## src/hdl/bris_pkg.sv

```systemverilog
// shared constants and field widths for the bilinear rgb image scaler
package bris_pkg;
    localparam int COORD_W = 12;
    localparam int CHAN_W  = 8;
    localparam int PIX_W   = 24;
    localparam int STEP_W  = 26;
    localparam int SIZE_W  = 13;
    localparam int PROD_W  = COORD_W + STEP_W;
    localparam int NUM_CHAN = 3;
    localparam int CFG_IDX_W = 3;

    localparam logic [CFG_IDX_W-1:0] CFG_SRC_WIDTH  = 3'd0;
    localparam logic [CFG_IDX_W-1:0] CFG_SRC_HEIGHT = 3'd1;
    localparam logic [CFG_IDX_W-1:0] CFG_DST_WIDTH  = 3'd2;
    localparam logic [CFG_IDX_W-1:0] CFG_DST_HEIGHT = 3'd3;
    localparam logic [CFG_IDX_W-1:0] CFG_X_STEP     = 3'd4;
    localparam logic [CFG_IDX_W-1:0] CFG_Y_STEP     = 3'd5;

    localparam logic OP_LOAD    = 1'b0;
    localparam logic OP_COMPUTE = 1'b1;

    localparam logic [CHAN_W-1:0] CHAN_MAX = 8'd255;

    typedef struct packed {
        logic [9:0]        src_width;
        logic [9:0]        src_height;
        logic [SIZE_W-1:0] dst_width;
        logic [SIZE_W-1:0] dst_height;
        logic [STEP_W-1:0] x_step;
        logic [STEP_W-1:0] y_step;
    } t_cfg;
endpackage

```

## src/hdl/bris_front.sv

```systemverilog
// front end: configuration registers, coordinate mapping, edge clamping, classification
module bris_front #(
    parameter int MAX_SRC_WIDTH  = 512,
    parameter int MAX_SRC_HEIGHT = 512,
    parameter int FRAC_BITS      = 16,
    parameter int CW = 9,
    parameter int RW = 9,
    parameter int EW = 101
) (
    input  logic                          i_clk,
    input  logic                          i_rst_n,
    input  logic                          i_cfg_we,
    input  logic [bris_pkg::CFG_IDX_W-1:0] i_cfg_idx,
    input  logic [bris_pkg::STEP_W-1:0]   i_cfg_data,
    input  logic                          i_valid,
    output logic                          o_ready,
    input  logic                          i_op,
    input  logic [bris_pkg::COORD_W-1:0]  i_x,
    input  logic [bris_pkg::COORD_W-1:0]  i_y,
    input  logic [bris_pkg::PIX_W-1:0]    i_rgb,
    output logic                          o_push,
    input  logic                          i_full,
    output logic [EW-1:0]                 o_entry
);
    localparam int IXW = bris_pkg::PROD_W - FRAC_BITS;
    localparam logic [bris_pkg::SIZE_W-1:0] MAXW = bris_pkg::SIZE_W'(MAX_SRC_WIDTH);
    localparam logic [bris_pkg::SIZE_W-1:0] MAXH = bris_pkg::SIZE_W'(MAX_SRC_HEIGHT);

    bris_pkg::t_cfg r_cfg;

    logic [bris_pkg::SIZE_W-1:0] w_eff, h_eff, w_last, h_last, sw_ext, sh_ext;
    logic adv, accept, n_keep;

    logic                          r_f1_v, r_f1_op, r_f1_keep;
    logic [bris_pkg::COORD_W-1:0]  r_f1_x, r_f1_y;
    logic [bris_pkg::PIX_W-1:0]    r_f1_rgb;
    logic [bris_pkg::PROD_W-1:0]   r_f1_px, r_f1_py;

    logic          r_f2_v;
    logic [EW-1:0] r_f2_entry, n_entry;

    logic [IXW-1:0] ix, iy, wl, hl;
    logic [CW-1:0]  x0, x1;
    logic [RW-1:0]  y0, y1;

    always_ff @(posedge i_clk) begin
        if (!i_rst_n) begin
            r_cfg.src_width  <= 10'd512;
            r_cfg.src_height <= 10'd512;
            r_cfg.dst_width  <= 13'd512;
            r_cfg.dst_height <= 13'd512;
            r_cfg.x_step     <= 26'd65536;
            r_cfg.y_step     <= 26'd65536;
        end else if (i_cfg_we) begin
            case (i_cfg_idx)
                bris_pkg::CFG_SRC_WIDTH:  r_cfg.src_width  <= i_cfg_data[9:0];
                bris_pkg::CFG_SRC_HEIGHT: r_cfg.src_height <= i_cfg_data[9:0];
                bris_pkg::CFG_DST_WIDTH:  r_cfg.dst_width  <= i_cfg_data[12:0];
                bris_pkg::CFG_DST_HEIGHT: r_cfg.dst_height <= i_cfg_data[12:0];
                bris_pkg::CFG_X_STEP:     r_cfg.x_step     <= i_cfg_data;
                bris_pkg::CFG_Y_STEP:     r_cfg.y_step     <= i_cfg_data;
                default: ;
            endcase
        end
    end

    always_comb begin
        sw_ext = {3'b000, r_cfg.src_width};
        sh_ext = {3'b000, r_cfg.src_height};
        w_eff  = (sw_ext == '0) ? 13'd1 : ((sw_ext > MAXW) ? MAXW : sw_ext);
        h_eff  = (sh_ext == '0) ? 13'd1 : ((sh_ext > MAXH) ? MAXH : sh_ext);
        w_last = w_eff - 13'd1;
        h_last = h_eff - 13'd1;
    end

    assign adv     = !r_f2_v || !i_full;
    assign o_ready = adv;
    assign accept  = i_valid && adv;
    assign o_push  = r_f2_v && !i_full;
    assign o_entry = r_f2_entry;

    always_comb begin
        if (i_op == bris_pkg::OP_LOAD) begin
            n_keep = ({1'b0, i_x} < w_eff) && ({1'b0, i_y} < h_eff);
        end else begin
            n_keep = ({1'b0, i_x} < r_cfg.dst_width) && ({1'b0, i_y} < r_cfg.dst_height);
        end
    end

    always_ff @(posedge i_clk) begin
        if (!i_rst_n) begin
            r_f1_v <= 1'b0;
            r_f2_v <= 1'b0;
        end else if (adv) begin
            r_f1_v <= accept;
            r_f2_v <= r_f1_v && r_f1_keep;
        end
    end

    always_ff @(posedge i_clk) begin
        if (adv) begin
            r_f1_op    <= i_op;
            r_f1_keep  <= n_keep;
            r_f1_x     <= i_x;
            r_f1_y     <= i_y;
            r_f1_rgb   <= i_rgb;
            r_f1_px    <= bris_pkg::PROD_W'(i_x) * bris_pkg::PROD_W'(r_cfg.x_step);
            r_f1_py    <= bris_pkg::PROD_W'(i_y) * bris_pkg::PROD_W'(r_cfg.y_step);
            r_f2_entry <= n_entry;
        end
    end

    always_comb begin
        ix = r_f1_px[bris_pkg::PROD_W-1:FRAC_BITS];
        iy = r_f1_py[bris_pkg::PROD_W-1:FRAC_BITS];
        wl = IXW'(w_last);
        hl = IXW'(h_last);
        if (r_f1_op == bris_pkg::OP_LOAD) begin
            x0 = r_f1_x[CW-1:0];
            x1 = r_f1_x[CW-1:0];
            y0 = r_f1_y[RW-1:0];
            y1 = r_f1_y[RW-1:0];
        end else begin
            x0 = (ix > wl)  ? wl[CW-1:0] : ix[CW-1:0];
            x1 = (ix >= wl) ? wl[CW-1:0] : CW'(ix + IXW'(1));
            y0 = (iy > hl)  ? hl[RW-1:0] : iy[RW-1:0];
            y1 = (iy >= hl) ? hl[RW-1:0] : RW'(iy + IXW'(1));
        end
        n_entry = {r_f1_op, x0, x1, y0, y1,
                   r_f1_px[FRAC_BITS-1:0], r_f1_py[FRAC_BITS-1:0],
                   r_f1_x, r_f1_y, r_f1_rgb};
    end
endmodule

```

## config.mk

```make
export PLATFORM = sky130hd
export DESIGN_NAME = bris_front
export DESIGN_NICKNAME = d
export VERILOG_FILES = /design/src/hdl/bris_pkg.sv /design/src/hdl/bris_front.sv
export SDC_FILE = /design/constraint.sdc
export NUM_CORES = 2
export LEC_CHECK = 0
export BUFFER_PORTS_ARGS = -buffer_cell sky130_fd_sc_hd__clkbuf_2
export CORE_MARGIN = 4
export CORE_UTILIZATION = 57
export DETAILED_ROUTE_END_ITERATION = 10
export PLACE_DENSITY = 0.75
export SLEW_MARGIN = 20
export SYNTH_ARGS = -nofsm -noshare
export SYNTH_HDL_FRONTEND = slang
export SYNTH_SLANG_ARGS = --single-unit
```

## constraint.sdc

```tcl
create_clock -name i_clk -period 9.57 [get_ports i_clk]
set_input_delay 0.4785 -clock i_clk [delete_from_list [all_inputs] [get_ports i_clk]]
set_output_delay 0.4785 -clock i_clk [all_outputs]
set_load 0.01 [all_outputs]
```

==> qor.csv <==
stage,metric,value,unit
routing,dr.pass1.iters,5,
setup_path,cp.required,9.87,ns
clock_tree,cts_buffers,38,
routing,via_per_inst,5.49,
clock_tree,cts_max_level,2,
yosys,synth_edf_count,227,
setup_path,path_max_fanout,13,
placement,pre_cts_ws,3.21,ns
setup_path,path_cells,nand2_1 > fa_1 > fa_1 > inv_1 > fa_1 > fa_1 > inv_1 > fa_1 > inv_1 > ha_1 > nand3_1 > inv_1 > nand4_1 > a2111oi_2 > o21ai_0 > a21boi_0 > mux2i_1 > nand2_1,
global_route,grt-ovfl-total,0,
setup_path,critical_path.slowest_cell,dfxtp_1,
global_route,grt_max_degree,101,
global_route,grt_pass1_vias,24100,
pwr,power.share.clock,35.0,%
yosys,synth_area_leader_cell,fa_1,
sta,finalCritPeriodShare,63.9,%
yosys,ys_types,81,
placement,place_inst,4157,
yosys,async_flop_share,0,%
routing,initialDrtViolationCount,1546,
sta,rsz0062_at_grt,false,
pwr,total_power,4.29,mW
yosys,synth_area,0.0326,mm²
layout,nets,4226,
layout,utilization,62.3,%
layout,drive_above_1_share,8.47,%
die,initial_utilization,57.6,%
layout,final_cells,4228,
yosys,seq_area_frac_synth,27.1,%
clock_tree,cts_hold_buffers,0,
placement,io_buffers,185,
die,core_area,0.0565,mm²
clock_tree,cts-resized-gates,0,
yosys,synth_ff_type,edfxtp_1,
placement,place_congestion,0.933,
clock_tree,post_cts_buffers,0,
routing,remaining_drc_errors,0,
setup_path,endpoint_kind,flip-flop,
die,io_pins,186,
yosys,ys_ff_latch,327,
sta,hold_viol,0,
hold_path,hold_depth,1,
global_route,grtUsageTotal,25.3,%
run_status,status,"finished, final reports clean",
clock_tree,clock-root-buffer,clkbuf_16,
flow_run,drv_cap,0,
setup_path,cp-start-kind,flip-flop,
layout,syn_to_final_growth,8.07,%
routing,vias,23200,
die,die_width,247,µm
yosys,synth_top_area_share,29.5,%
routing,wl,74.8,mm
pwr,p_seq_share,41.3,%
sta,max_freq,0.164,GHz
layout,finalInstanceArea,0.0352,mm²
yosys,syn-instance-count,3368,
sta,hold_slack,0.0854,ns
routing,routedWlPerCell,17.7,µm
pwr,power_frac_comb,23.7,%
global_route,grt_pass1_wl,124,mm
setup_path,cpPeakStageDelay,0.81,ns
sta,slew_headroom,25.7,%
pwr,p_leak,16.7,nW
hold_path,hp-class,in -> reg,
pwr,swShare,31.1,%
die,fp.dieArea,0.0610,mm²
clock_tree,cts_max_path_buffers,3,
routing,ant_nets,0,
sta,tns,0,ns
sta,finalCriticalPeriod,6.11,ns
setup_path,reg2regPathDepth,18,
sta,setup_viol,0,
setup_path,crit_top_cell,fa_1,
pwr,p_per_area,122,mW/mm²
yosys,post_synth.cell_area_avg,9.67,µm²
placement,place_area,0.0339,mm²
setup_path,path_class,reg -> reg,
yosys,synth_commonest_cells,"nand2_1 (733), inv_1 (594), fa_1 (480)",
pwr,internal_power,2.96,mW
clock_tree,cts_tree,yes,
yosys,synth_area_leaders,"fa_1 (30%), edfxtp_1 (21%), ha_1 (8.5%)",
pwr,peakVddDrop,0.118,mV
pwr,p_sw,1.33,mW
die,die_h,247,µm
setup_path,cp_data_arrival_time,6.41,ns
die,rows,87,
sta,fin_skew,0.0250,ns
sta,fin_ws,3.46,ns
clock_tree,clkSinkCount,327,
global_route,grt_antenna_before_repair,3,
clock_tree,clk_latency,0.57,ns
clock_tree,clk_pin_slew,0.06,ns
sta,tightest_slew,1.11,ns
yosys,yosys_warnings,0,
yosys,yosysMostFrequentCell,nand2_1,
placement,dp_hpwl,55.6,mm
sta,slew_violations,0,
## worst max-delay path, delay by kind of cell, from the launching register on
family | cells | cell delay [ns]
AO/OA/AOI/OAI | 3 | 1.08
buffers and inverters | 4 | 0.25
multiplexers | 1 | 0.23
flip-flops | 1 | 0.81
adder cells (fa/ha/maj) | 6 | 2.87
AND/OR/NAND/NOR | 4 | 0.59
## area by class of cell
class / count / area, µm²
multi-input cells: 2286 / 20900
well taps: 756 / 946
fillers: 4674 / 21300
clock inverters: 27 / 313
inverters: 594 / 2230
flip-flops and latches: 327 / 8820
repair buffers: 194 / 993
clock buffers: 43 / 990
diodes: 1 / 2.50
## cells in the final DEF (no fill, tap or decap), types with 21 or more instances in the layout
master | netlist | routed
a21boi_0 | 95 | 95
a21o_1 | 41 | 41
a21oi_1 | 79 | 79
and2_1 | 180 | 180
clkbuf_16 | 0 | 38
clkbuf_2 | 2 | 185
dfxtp_1 | 100 | 100
edfxtp_1 | 227 | 227
fa_1 | 480 | 480
ha_1 | 222 | 222
inv_1 | 594 | 594
mux2i_1 | 21 | 21
nand2_1 | 733 | 732
nand3_1 | 35 | 35
nor2_1 | 64 | 64
o21ai_0 | 41 | 41
xnor2_1 | 50 | 50
xor2_1 | 25 | 25
## state kept, by name, summed over array words and instances (netlist names)
name       count
r_f1_keep      1
r_f1_op        1
r_f1_py       38
r_f1_y        12
r_f2_v         1
r_f1_x        12
o_entry      101
r_f1_rgb      24
r_f1_v         1
r_f1_px       38
r_cfg         98
## kinds of logic after synthesis
logic type / share of synthesized area [%]
simple gates: 15.1
flops: 27.1
mux: 1.03
compound gates: 7.96
xor+xnor: 2.02
fa+ha+maj: 38.0
other cells: 0.0115
buf+inv: 8.78
## metal layers
| layer | part of all wire, % | vias to the layer above | routed length (µm) | track usage, % |
|---|---|---|---|---|
| met5 | 0.035 | - | 26 | 0 |
| li1 | - | 10700 | - | - |
| met3 | 8.3 | 102 | 6220 | 4.98 |
| met4 | 1.8 | 4 | 1340 | 5.79 |
| met1 | 43 | 11600 | 32500 | 35.6 |
| met2 | 46 | 849 | 34700 | 41.1 |
## power groups by stage
stage	logic (mW)	clock network [mW]	registers, mW
after floorplan	0.697	0	1.79
after global routing	1.14	1.59	1.79
final	1.02	1.50	1.77
after global placement	0.984	0	1.80
after detailed placement	1.01	0	1.80
after CTS	1.02	1.53	1.78
## path summary, 6_finish.rpt
check,start,endpoint,slack [ns]
worst max-delay path,r_cfg[36]$_SDFFE_PN0P_,r_f1_px[31]$_DFFE_PN_,3.46
worst min-delay path,i_rgb[17],r_f1_rgb[17]$_DFFE_PN_,0.09
worst max register to register,r_cfg[36]$_SDFFE_PN0P_,r_f1_px[31]$_DFFE_PN_,3.46
worst min register to register,r_f1_py[11]$_DFFE_PN_,o_entry[59]$_DFFE_PN_,0.41
Note: power is estimated with default switching activity, not from simulation.
