==> config.mk <==
export PLATFORM = sky130hd
export DESIGN_NAME = bris_queue
export DESIGN_NICKNAME = d
export VERILOG_FILES = /design/src/hdl/bris_queue.sv
export SDC_FILE = /design/constraint.sdc
export NUM_CORES = 1
export LEC_CHECK = 0
export BUFFER_PORTS_ARGS = -buffer_cell sky130_fd_sc_hd__buf_4
export CAP_MARGIN = 20
export CELL_PAD_IN_SITES_DETAIL_PLACEMENT = 1
export CELL_PAD_IN_SITES_GLOBAL_PLACEMENT = 2
export CORE_ASPECT_RATIO = 1.5
export CORE_UTILIZATION = 45
export DETAILED_ROUTE_END_ITERATION = 10
export PLACE_DENSITY = 0.81
export RECOVER_POWER = 50
export SLEW_MARGIN = 20
export SYNTH_ARGS = -nofsm -noshare
export SYNTH_HDL_FRONTEND = slang
export SYNTH_SLANG_ARGS = --single-unit
==> constraint.sdc <==
create_clock -name i_clk -period 4.64 [get_ports i_clk]
set_input_delay 0.928 -clock i_clk [delete_from_list [all_inputs] [get_ports i_clk]]
set_output_delay 0.928 -clock i_clk [all_outputs]
set_load 0.02 [all_outputs]
==> src/hdl/bris_queue.sv <==
// four-entry request queue between front and back
module bris_queue #(
    parameter int W = 101
) (
    input  logic         i_clk,
    input  logic         i_rst_n,
    input  logic         i_push,
    input  logic [W-1:0] i_data,
    output logic         o_full,
    input  logic         i_pop,
    output logic         o_empty,
    output logic [W-1:0] o_data
);
    localparam int DEPTH = 4;
    localparam int PW = $clog2(DEPTH);

    logic [W-1:0]  r_mem [DEPTH];
    logic [PW-1:0] r_wr, r_rd;
    logic [PW:0]   r_cnt;

    assign o_full  = (r_cnt == (PW+1)'(DEPTH));
    assign o_empty = (r_cnt == '0);
    assign o_data  = r_mem[r_rd];

    always_ff @(posedge i_clk) begin
        if (!i_rst_n) begin
            r_wr  <= '0;
            r_rd  <= '0;
            r_cnt <= '0;
        end else begin
            if (i_push) r_wr <= r_wr + PW'(1);
            if (i_pop)  r_rd <= r_rd + PW'(1);
            case ({i_push, i_pop})
                2'b10:   r_cnt <= r_cnt + (PW+1)'(1);
                2'b01:   r_cnt <= r_cnt - (PW+1)'(1);
                default: r_cnt <= r_cnt;
            endcase
        end
    end

    always_ff @(posedge i_clk) begin
        if (i_push) r_mem[r_wr] <= i_data;
    end
endmodule

==> results of run 1 <==
## worst reg2reg max path, stage by stage (launching register included)
cell and delay, ns:
dfxtp_1 0.35, inv_1 0.10, ha_1 0.15, and2_1 1.88
buf_12 0.44
## final cells by class
class,instances,area [um^2]
fill,2870,14890
sequential,413,12320
multi-input combinational,132,2527
timing repair buffer,215,1303
clock buffer,54,1032
tap,415,519.2
clock inverter,12,110.1
inverter,6,22.52
antenna,3,7.507
## per-stage QoR
stage | hold WS, ns | cell area, um^2
after global routing | 0.5765 | 17840
after detailed placement | 0.5491 | 17080
after global placement | 0.4835 | 17080
after floorplan | 0.4729 | 15030
final | 0.5491 | 17840
after CTS | 0.5556 | 18230
## sequential cells by signal, summed over array words and instances (netlist names), named ones only
name,cells
r_mem,404
r_cnt,3
r_rd,2
r_wr,2
## kinds of logic (layout without fill, tap and decap cells)
family                   count (synthesis)  after routing
flip-flops                             413            413
multiplexers                           102            102
XOR/XNOR                                 5              5
buffers and inverters                   28            287
AND/OR/NAND/NOR                         16             16
other                                    0              3
adder cells (fa/ha/maj)                  6              6
AO/OA/AOI/OAI                            3              3
## how the worst min path moves through the flow
stage	start	depth (start not counted)	slack, ns	to
global placement	r_cnt[2]$_SDFFE_PN0P_	2	0.48	r_cnt[2]$_SDFFE_PN0P_
floorplan	r_cnt[2]$_SDFFE_PN0P_	2	0.47	r_cnt[2]$_SDFFE_PN0P_
finish	r_cnt[2]$_SDFFE_PN0P_	2	0.55	r_cnt[2]$_SDFFE_PN0P_
global route	r_cnt[2]$_SDFFE_PN0P_	2	0.58	r_cnt[2]$_SDFFE_PN0P_
CTS	r_cnt[2]$_SDFFE_PN0P_	2	0.56	r_cnt[2]$_SDFFE_PN0P_
detailed placement	r_cnt[2]$_SDFFE_PN0P_	2	0.55	r_cnt[2]$_SDFFE_PN0P_
## report_power, final
group	leakage [nW]	switching (mW)	internal (mW)
clock	0.551	1.25	1.66
sequential	3.79	0.0709	4.29
combinational	1.36	0.518	0.415
total	5.70	1.84	6.36
## routing by layer
metal / track usage, % / share of wire (%) / wire length (um)
met1: 20.94 / 38 / 11220
met2: 31.12 / 54 / 15960
met3: 4.323 / 5.4 / 1596
met4: 6.839 / 2.7 / 788
met5: 0 / 0.14 / 40
## cell usage after synthesis (all sizes together)
cell type / count
a21boi: 1
and2: 10
and3: 1
buf: 20
clkbuf: 2
dfxtp: 9
edfxtp: 404
fa: 1
ha: 5
inv: 6
mux2i: 1
mux4: 101
nand2: 2
nor2b: 1
nor3: 1
o21ai: 2
or3: 1
xnor2: 2
xor2: 3
==> reports/metrics.yaml, run 1 <==
area_growth_pct: 18.73
dp_cells: 1181
clockRootBuffer: "clkbuf_16"
synth_top_area_share_pct: 80.73
fin_cells: 1250
seq_area_frac_synth_pct: 81.93
worst-r2r-setup-slack_ns: 1.30
pre_cts_ws_ns: 1.761
wl_per_cell_um: 23.68
fp.dieH_um: 225.8
cts_tree: "done"
syn_inst: 573
via_count: 6679
grt_usage_pct: 17.80
first_global_vias: 7455
rr_startpoint: "r_wr[1]$_SDFFE_PN0P_"
routed_wl_mm: 29.60
synth_area_leaders: "edfxtp_1 (81%), mux4_2 (15%), dfxtp_1 (1.2%)"
die-area_um2: 34140
yosys_warnings: 0
synth_cell_types: 20
cts_setup_buffers: 0
overflow: 0
cts_resized: 0
viasPerCell: 5.343
fin_ws_ns: 1.159
path_class: "input port to register"
power_mw: 8.208
r2r_end: "r_mem[1][12]$_DFFE_PP_"
violations: "capacitance limit, slew limit"
worst_path_dominant_cell_family: "simple AND/OR/NAND/NOR gates"
cp-start-kind: "input port"
synth_fa_ha_area_share_pct: 0.5495
slew_violations: 98
rows: 81
antenna_found_initial: 6
grt_start_max_net_pins: 54
fmax_mhz: 287.3
netlist_area_um2: 15030
final_nets: 917
cts_hold_buf: 0
dp_hpwl_mm: 18.50
synth-compound-area-share_pct: 0.1166
rr_worst_depth: 4
core_area_um2: 32740
ys_ff_latch: 413
crit_fanout: 53
cp.arrival_ns: 3.65
final_cell_mix: "edfxtp_1 (404), clkbuf_1 (118), buf_4 (106), mux4_2 (101), clkbuf_16 (39)"
layout-drive-gt1-share_pct: 31.61
cap_violations: 2
dr.pass1.iters: 6
p_leak_nw: 5.700
cpPeakStageDelay_ns: 1.94
min_period_ns: 3.481
synth_top_family_by_area: "multiplexers"
io_buffers: 207
crit_slowest_cell: "and2_1"
cts_sinks: 413
fin_worst_skew_ns: 0.01482
die_x_um: 151.2
ir_drop_uv: 330.9
path_buf_inv: 2
grt_pass1_wl_mm: 43.94
clk_pin_slew_ns: 0.06
clkLatencyLatePin_ns: 0.52
startpoint: "i_push"
finalSetupViolCount: 0
synth_simple_gate_area_share_pct: 0.6245
required_ns: 4.81
yosys.area.top_type: "edfxtp_1"
ioPinCount: 208
relSlewSlack_pct: -73.85
syn-num-nets: 684
finalSetupTns_ns: 0
power_density_nw_per_um2: 460.1
hold_violations: 0
end_kind: "register"
routabilityCongestion: 0.7296
rsz0062_at_grt: "no"
endpoint: "r_mem[1][12]$_DFFE_PP_"
drc_errors: 0
synth_xor_area_share_pct: 0.2914
fin_crit_sh_pct: 75.01
initial_core_util_pct: 45.90
crit_cells: 3
htree_num_levels: 2
cts.path.max_buffers: 3
crit_chain: "clkbuf_1 > and2_1 > buf_12"
post-route-util_pct: 54.50
cts_made_buffers: 38
hp-class: "register to register"
status: "finished with violations"
syn_area_per_cell_um2: 26.22
tightest_slew_ns: 2.608
mostFrequentLayoutCell: "edfxtp_1"
drtIter0Drc: 324
detail-route-antenna-nets: 0
yosys-mux-area-fraction_pct: 15.20
Note: power is estimated with default switching activity, not from simulation.
==> run 2, diff against run 1 <==
--- a/config.mk
+++ b/config.mk
@@ -10,9 +10,9 @@
 export CELL_PAD_IN_SITES_DETAIL_PLACEMENT = 1
 export CELL_PAD_IN_SITES_GLOBAL_PLACEMENT = 2
 export CORE_ASPECT_RATIO = 1.5
-export CORE_UTILIZATION = 45
+export CORE_UTILIZATION = 41
 export DETAILED_ROUTE_END_ITERATION = 10
-export PLACE_DENSITY = 0.81
+export PLACE_DENSITY = 0.78
 export RECOVER_POWER = 50
 export SLEW_MARGIN = 20
 export SYNTH_ARGS = -nofsm -noshare
==> constraint.sdc (replaced) <==
create_clock -name i_clk -period 3.1 [get_ports i_clk]
set_input_delay 0.62 -clock i_clk [delete_from_list [all_inputs] [get_ports i_clk]]
set_output_delay 0.62 -clock i_clk [all_outputs]
set_load 0.02 [all_outputs]
==> run 2 against run 1 <==
The flow now finishes without violations. Worst hold slack got worse by 0.20 ns. Worst setup slack got worse by 0.90 ns. Routed wire length is 1.4% higher. Sequential share of layout area is 0.95 points lower. Utilization shrank 4.2 points. Largest cell class unchanged. Highest routed layer unchanged.
==> reports/metrics.yaml, run 2 (synthesized netlist as in run 1, its figures left out) <==
internal_power_mw: 9.719
comb_power_share_pct: 11.5
grt_start_max_net_pins: 102
clkPwrFrac_pct: 36.7
final_nets: 926
path_class: "register to output pin"
crit_fanout: 18
cts_setup_buffers: 0
hp-class: "input port to register"
cp.arrival_ns: 2.22
top_register: "r_mem"
cts_hold_buf: 0
cts_made_buffers: 40
p_leak_nw: 5.787
swShare_pct: 22.40
end_kind: "output pin"
routabilityCongestion: 0.6817
first_global_vias: 7239
relSlewSlack_pct: 9.401
fmax_mhz: 352.0
die-area_um2: 37440
min_period_ns: 2.841
cp-start-kind: "register"
met1_length_mm: 11.23
area_growth_pct: 20.38
rsz0062_at_grt: "no"
fp.dieH_um: 236.5
detail-route-antenna-nets: 0
cts_sinks: 413
grt_usage_pct: 16.29
status: "finished clean"
viasPerCell: 5.058
ioPinCount: 208
required_ns: 2.48
dpl_cell_area_um2: 17250
finalSetupViolCount: 0
cts_tree: "done"
dp_hpwl_mm: 18.49
dr.max_layer_used: "met5"
grt_pass1_wl_mm: 44.30
met2_length_mm: 16.43
core_area_um2: 35950
via_count: 6707
layout-drive-gt1-share_pct: 32.54
largest_reg_flops: 404
wl_per_cell_um: 22.64
power.net_switching_mw: 2.806
ir_drop_uv: 446.2
tightest_slew_ns: 1.359
hold_violations: 0
fin_crit_sh_pct: 91.65
drc_errors: 0
drtIter0Drc: 352
clkLatencyLatePin_ns: 0.52
finalSetupTns_ns: 0
hold-worst-slack_ns: 0.3525
io_buffers: 207
power_density_nw_per_um2: 692.3
slew_violations: 0
post-route-util_pct: 50.32
cts_resized: 0
p_seq_share_pct: 51.8
cts.path.max_buffers: 3
power_mw: 12.52
top_regs: "r_mem x404, r_cnt x3"
overflow: 0
die_x_um: 158.3
final_cell_mix: "edfxtp_1 (404), clkbuf_1 (112), buf_4 (111), mux4_2 (101), clkbuf_16 (41)"
htree_num_levels: 2
fin_worst_skew_ns: 0.01012
antenna_found_initial: 4
mostFrequentLayoutCell: "edfxtp_1"
final_area_um2: 18090
initial_core_util_pct: 41.80
clk_pin_slew_ns: 0.06
dr.pass1.iters: 4
routed_wl_mm: 30.03
wl_met3_mm: 1.409
cap_violations: 0
clockRootBuffer: "clkbuf_16"
rows: 85
## run 2: cell count changes in the layout (fill, tap and decap cells not counted), sizes merged
cell,delta
inv,-1
clkinv,+8
bufinv,+1
clkinvlp,+1
buf,+7
clkbuf,-3
## run 2: cell type report
cell class                 count  area (um^2)
clock inverter                21        170.2
tap                          478        598.1
clock buffer                  51         1064
timing repair buffer         222         1381
sequential                   413        12320
fill                        3322        17860
multi-input combinational    132         2527
inverter                       6        22.52
antenna                        3        7.507
## run 2: worst paths after layout
check / start / endpoint / slack [ns] / depth (start not counted)
max reg2reg: r_wr[0]$_SDFFE_PN0P_ / r_mem[0][40]$_DFFE_PP_ / 0.62 / 4
max: register / o_data[76] / 0.26 / 3
min: i_data[91] / r_mem[1][91]$_DFFE_PP_ / 0.35 / 1
min reg2reg: r_cnt[2]$_SDFFE_PN0P_ / r_cnt[2]$_SDFFE_PN0P_ / 0.50 / 2
## run 2: metal layers
metal	global-route usage [%]	up-vias
met5	0	-
met4	6.498	4
li1	-	2948
met1	19.03	3509
met3	3.130	63
met2	29.09	183
## run 2: power by group through the flow
stage               Combinational (mW)  Sequential (mW)  Clock [mW]
floorplan                        0.872             6.58           0
global placement                  1.51             6.59           0
detailed placement                1.53             6.62           0
CTS                               1.54             6.50        4.73
global route                      1.53             6.51        4.90
finish                            1.44             6.49        4.59
## run 2: critical path, stage by stage, from the launching register on
cell,delay [ns]
dfxtp_4,0.59
buf_4,0.35
mux4_2,0.57
buf_4,0.18
## run 2: metrics by stage
stage	std cells	worst slack, ns
after floorplan	573	0.7894
after detailed placement	1251	0.7454
after global routing	1325	0.1191
after global placement	1251	0.7395
final	1326	0.2588
after CTS	1323	0.1723
==> run 3, diff against run 2 <==
--- a/config.mk
+++ b/config.mk
@@ -10,9 +10,9 @@
 export CELL_PAD_IN_SITES_DETAIL_PLACEMENT = 1
 export CELL_PAD_IN_SITES_GLOBAL_PLACEMENT = 2
 export CORE_ASPECT_RATIO = 1.5
-export CORE_UTILIZATION = 41
+export CORE_UTILIZATION = 25
 export DETAILED_ROUTE_END_ITERATION = 10
-export PLACE_DENSITY = 0.78
+export PLACE_DENSITY = 0.53
 export RECOVER_POWER = 50
 export SLEW_MARGIN = 20
 export SYNTH_ARGS = -nofsm -noshare
==> run 3 against run 2 <==
The flow now finishes with violations (capacitance limit, slew limit). Largest cell class unchanged. Global-route usage is 4.9 points lower. Via count grew 1.3%. Clock skew rose by 0.0040 ns. Sequential power about the same. Die area is 63% higher. Fmax shrank 1.7%. Total power rose by 2.0%. Final cell count increased by 23%. Routed wire length grew 14%. Clock power rose by 4.8%. Critical path depth unchanged.
==> reports/metrics.yaml, run 3 (synthesized netlist as in run 1, its figures left out) <==
status: "finished with violations"
detail-route-antenna-nets: 0
end_kind: "output pin"
largest_reg_flops: 404
core_area_um2: 59190
power_mw: 12.78
cap_violations: 6
fp.dieH_um: 302.3
layout-drive-gt1-share_pct: 33.18
final_nets: 933
cp-start-kind: "register"
area_growth_pct: 23.27
io_buffers: 207
routabilityCongestion: 0.6491
drtIter0Drc: 218
rsz0062_at_grt: "no"
ioPinCount: 208
cpPeakStageDelay_ns: 0.63
clk_pin_slew_ns: 0.06
path_class: "register to output pin"
fin_worst_skew_ns: 0.01415
slew_violations: 309
grt_usage_pct: 11.37
power_density_nw_per_um2: 689.8
cts_resized: 0
ir_drop_uv: 395.3
regArea_um2: 12320
cts.path.max_buffers: 3
via_count: 6797
cts_setup_buffers: 0
crit_chain: "buf_12 > mux4_2 > buf_4"
rows: 109
tightest_slew_ns: 1.728
min_period_ns: 2.889
initial_core_util_pct: 25.39
wl_per_cell_um: 20.98
cts_tree: "done"
viasPerCell: 4.167
finalSetupViolCount: 0
cts_sinks: 413
mostFrequentLayoutCell: "edfxtp_1"
hold_violations: 0
fmax_mhz: 346.1
relSlewSlack_pct: -15.22
final_cell_mix: "edfxtp_1 (404), clkbuf_1 (115), buf_4 (110), mux4_2 (101), clkbuf_16 (45)"
cp.arrival_ns: 2.27
clockRootBuffer: "clkbuf_16"
hold-worst-slack_ns: 0.3257
dp_hpwl_mm: 20.87
first_global_vias: 7885
top_regs: "r_mem x404, r_cnt x3"
die-area_um2: 61110
overflow: 0
p_leak_nw: 5.841
die_x_um: 202.2
antenna_found_initial: 2
drc_errors: 0
cts_hold_buf: 0
finalSetupTns_ns: 0
multi_input_area_um2: 2525
required_ns: 2.48
n_fill_cell: 5983
fin_crit_sh_pct: 93.21
clkLatencyLatePin_ns: 0.55
hp-class: "input port to register"
cts_made_buffers: 43
htree_num_levels: 2
grt_start_max_net_pins: 64
top_register: "r_mem"
routed_wl_mm: 34.22
dr.pass1.iters: 4
crit_slowest_cell: "dfxtp_4"
violations: "capacitance limit, slew limit"
crit_fanout: 28
grt_pass1_wl_mm: 51.01
-- run 3: cell types whose count changed in the layout (fill, tap and decap cells not counted), moves of 3 or more --
cell       before  now
clkbuf_2        1    6
clkbuf_1      112  115
clkbuf_16      41   45
clkinv_2        4    8
clkinv_1       12    8
-- run 3: final timing paths --
check                        start                     end  slack [ns]  cells past startpoint
max                       register              o_data[54]        0.21                      3
max reg2reg   r_wr[0]$_SDFFE_PN0P_  r_mem[2][89]$_DFFE_PP_        0.62                      4
min                     i_data[68]  r_mem[3][68]$_DFFE_PP_        0.33                      1
min reg2reg  r_cnt[2]$_SDFFE_PN0P_   r_cnt[2]$_SDFFE_PN0P_        0.51                      2
-- run 3: where the power goes --
group	switching (mW)	internal [mW]	total, mW
registers	0.0741	6.42	6.49
clock network	2.08	2.73	4.81
logic	0.832	0.647	1.48
total	2.98	9.80	12.8
-- run 3: critical path, delay by kind of cell, from the launching register on --
kind / cells / cell delay [ns]
buffers and inverters: 2 / 0.49
multiplexers: 1 / 0.55
flip-flops: 1 / 0.63
-- run 3: cell type report --
type	count	share of cell area, %
Antenna cell	1	0.01351
Tap cell	777	5.248
Multi-Input combinational cell	132	13.63
Clock buffer	58	6.342
Clock inverter	18	0.5876
Inverter	6	0.1216
Timing Repair Buffer	226	7.552
Sequential cell	413	66.50
-- run 3: metal layers --
metal | up-vias | global-route usage (%) | wire length (um)
met5 | - | 0 | 13
met3 | 58 | 2.726 | 1641
met4 | 2 | 4.082 | 937
li1 | 2968 | - | -
met1 | 3615 | 12.34 | 12850
met2 | 154 | 21.34 | 18770
-- run 3: through the flow --
step	setup WS, ns	cells	area [um^2]	utilization [%]
3_3_place_gp	0.7357	1554	17720	29.93
2_1_floorplan	0.7894	573	15030	-
3_5_place_dp	0.7180	1554	17720	29.93
4_1_cts	0.08539	1630	19000	32.10
5_1_grt	0.05171	1631	18520	31.30
6_report	0.2106	1631	18520	31.30
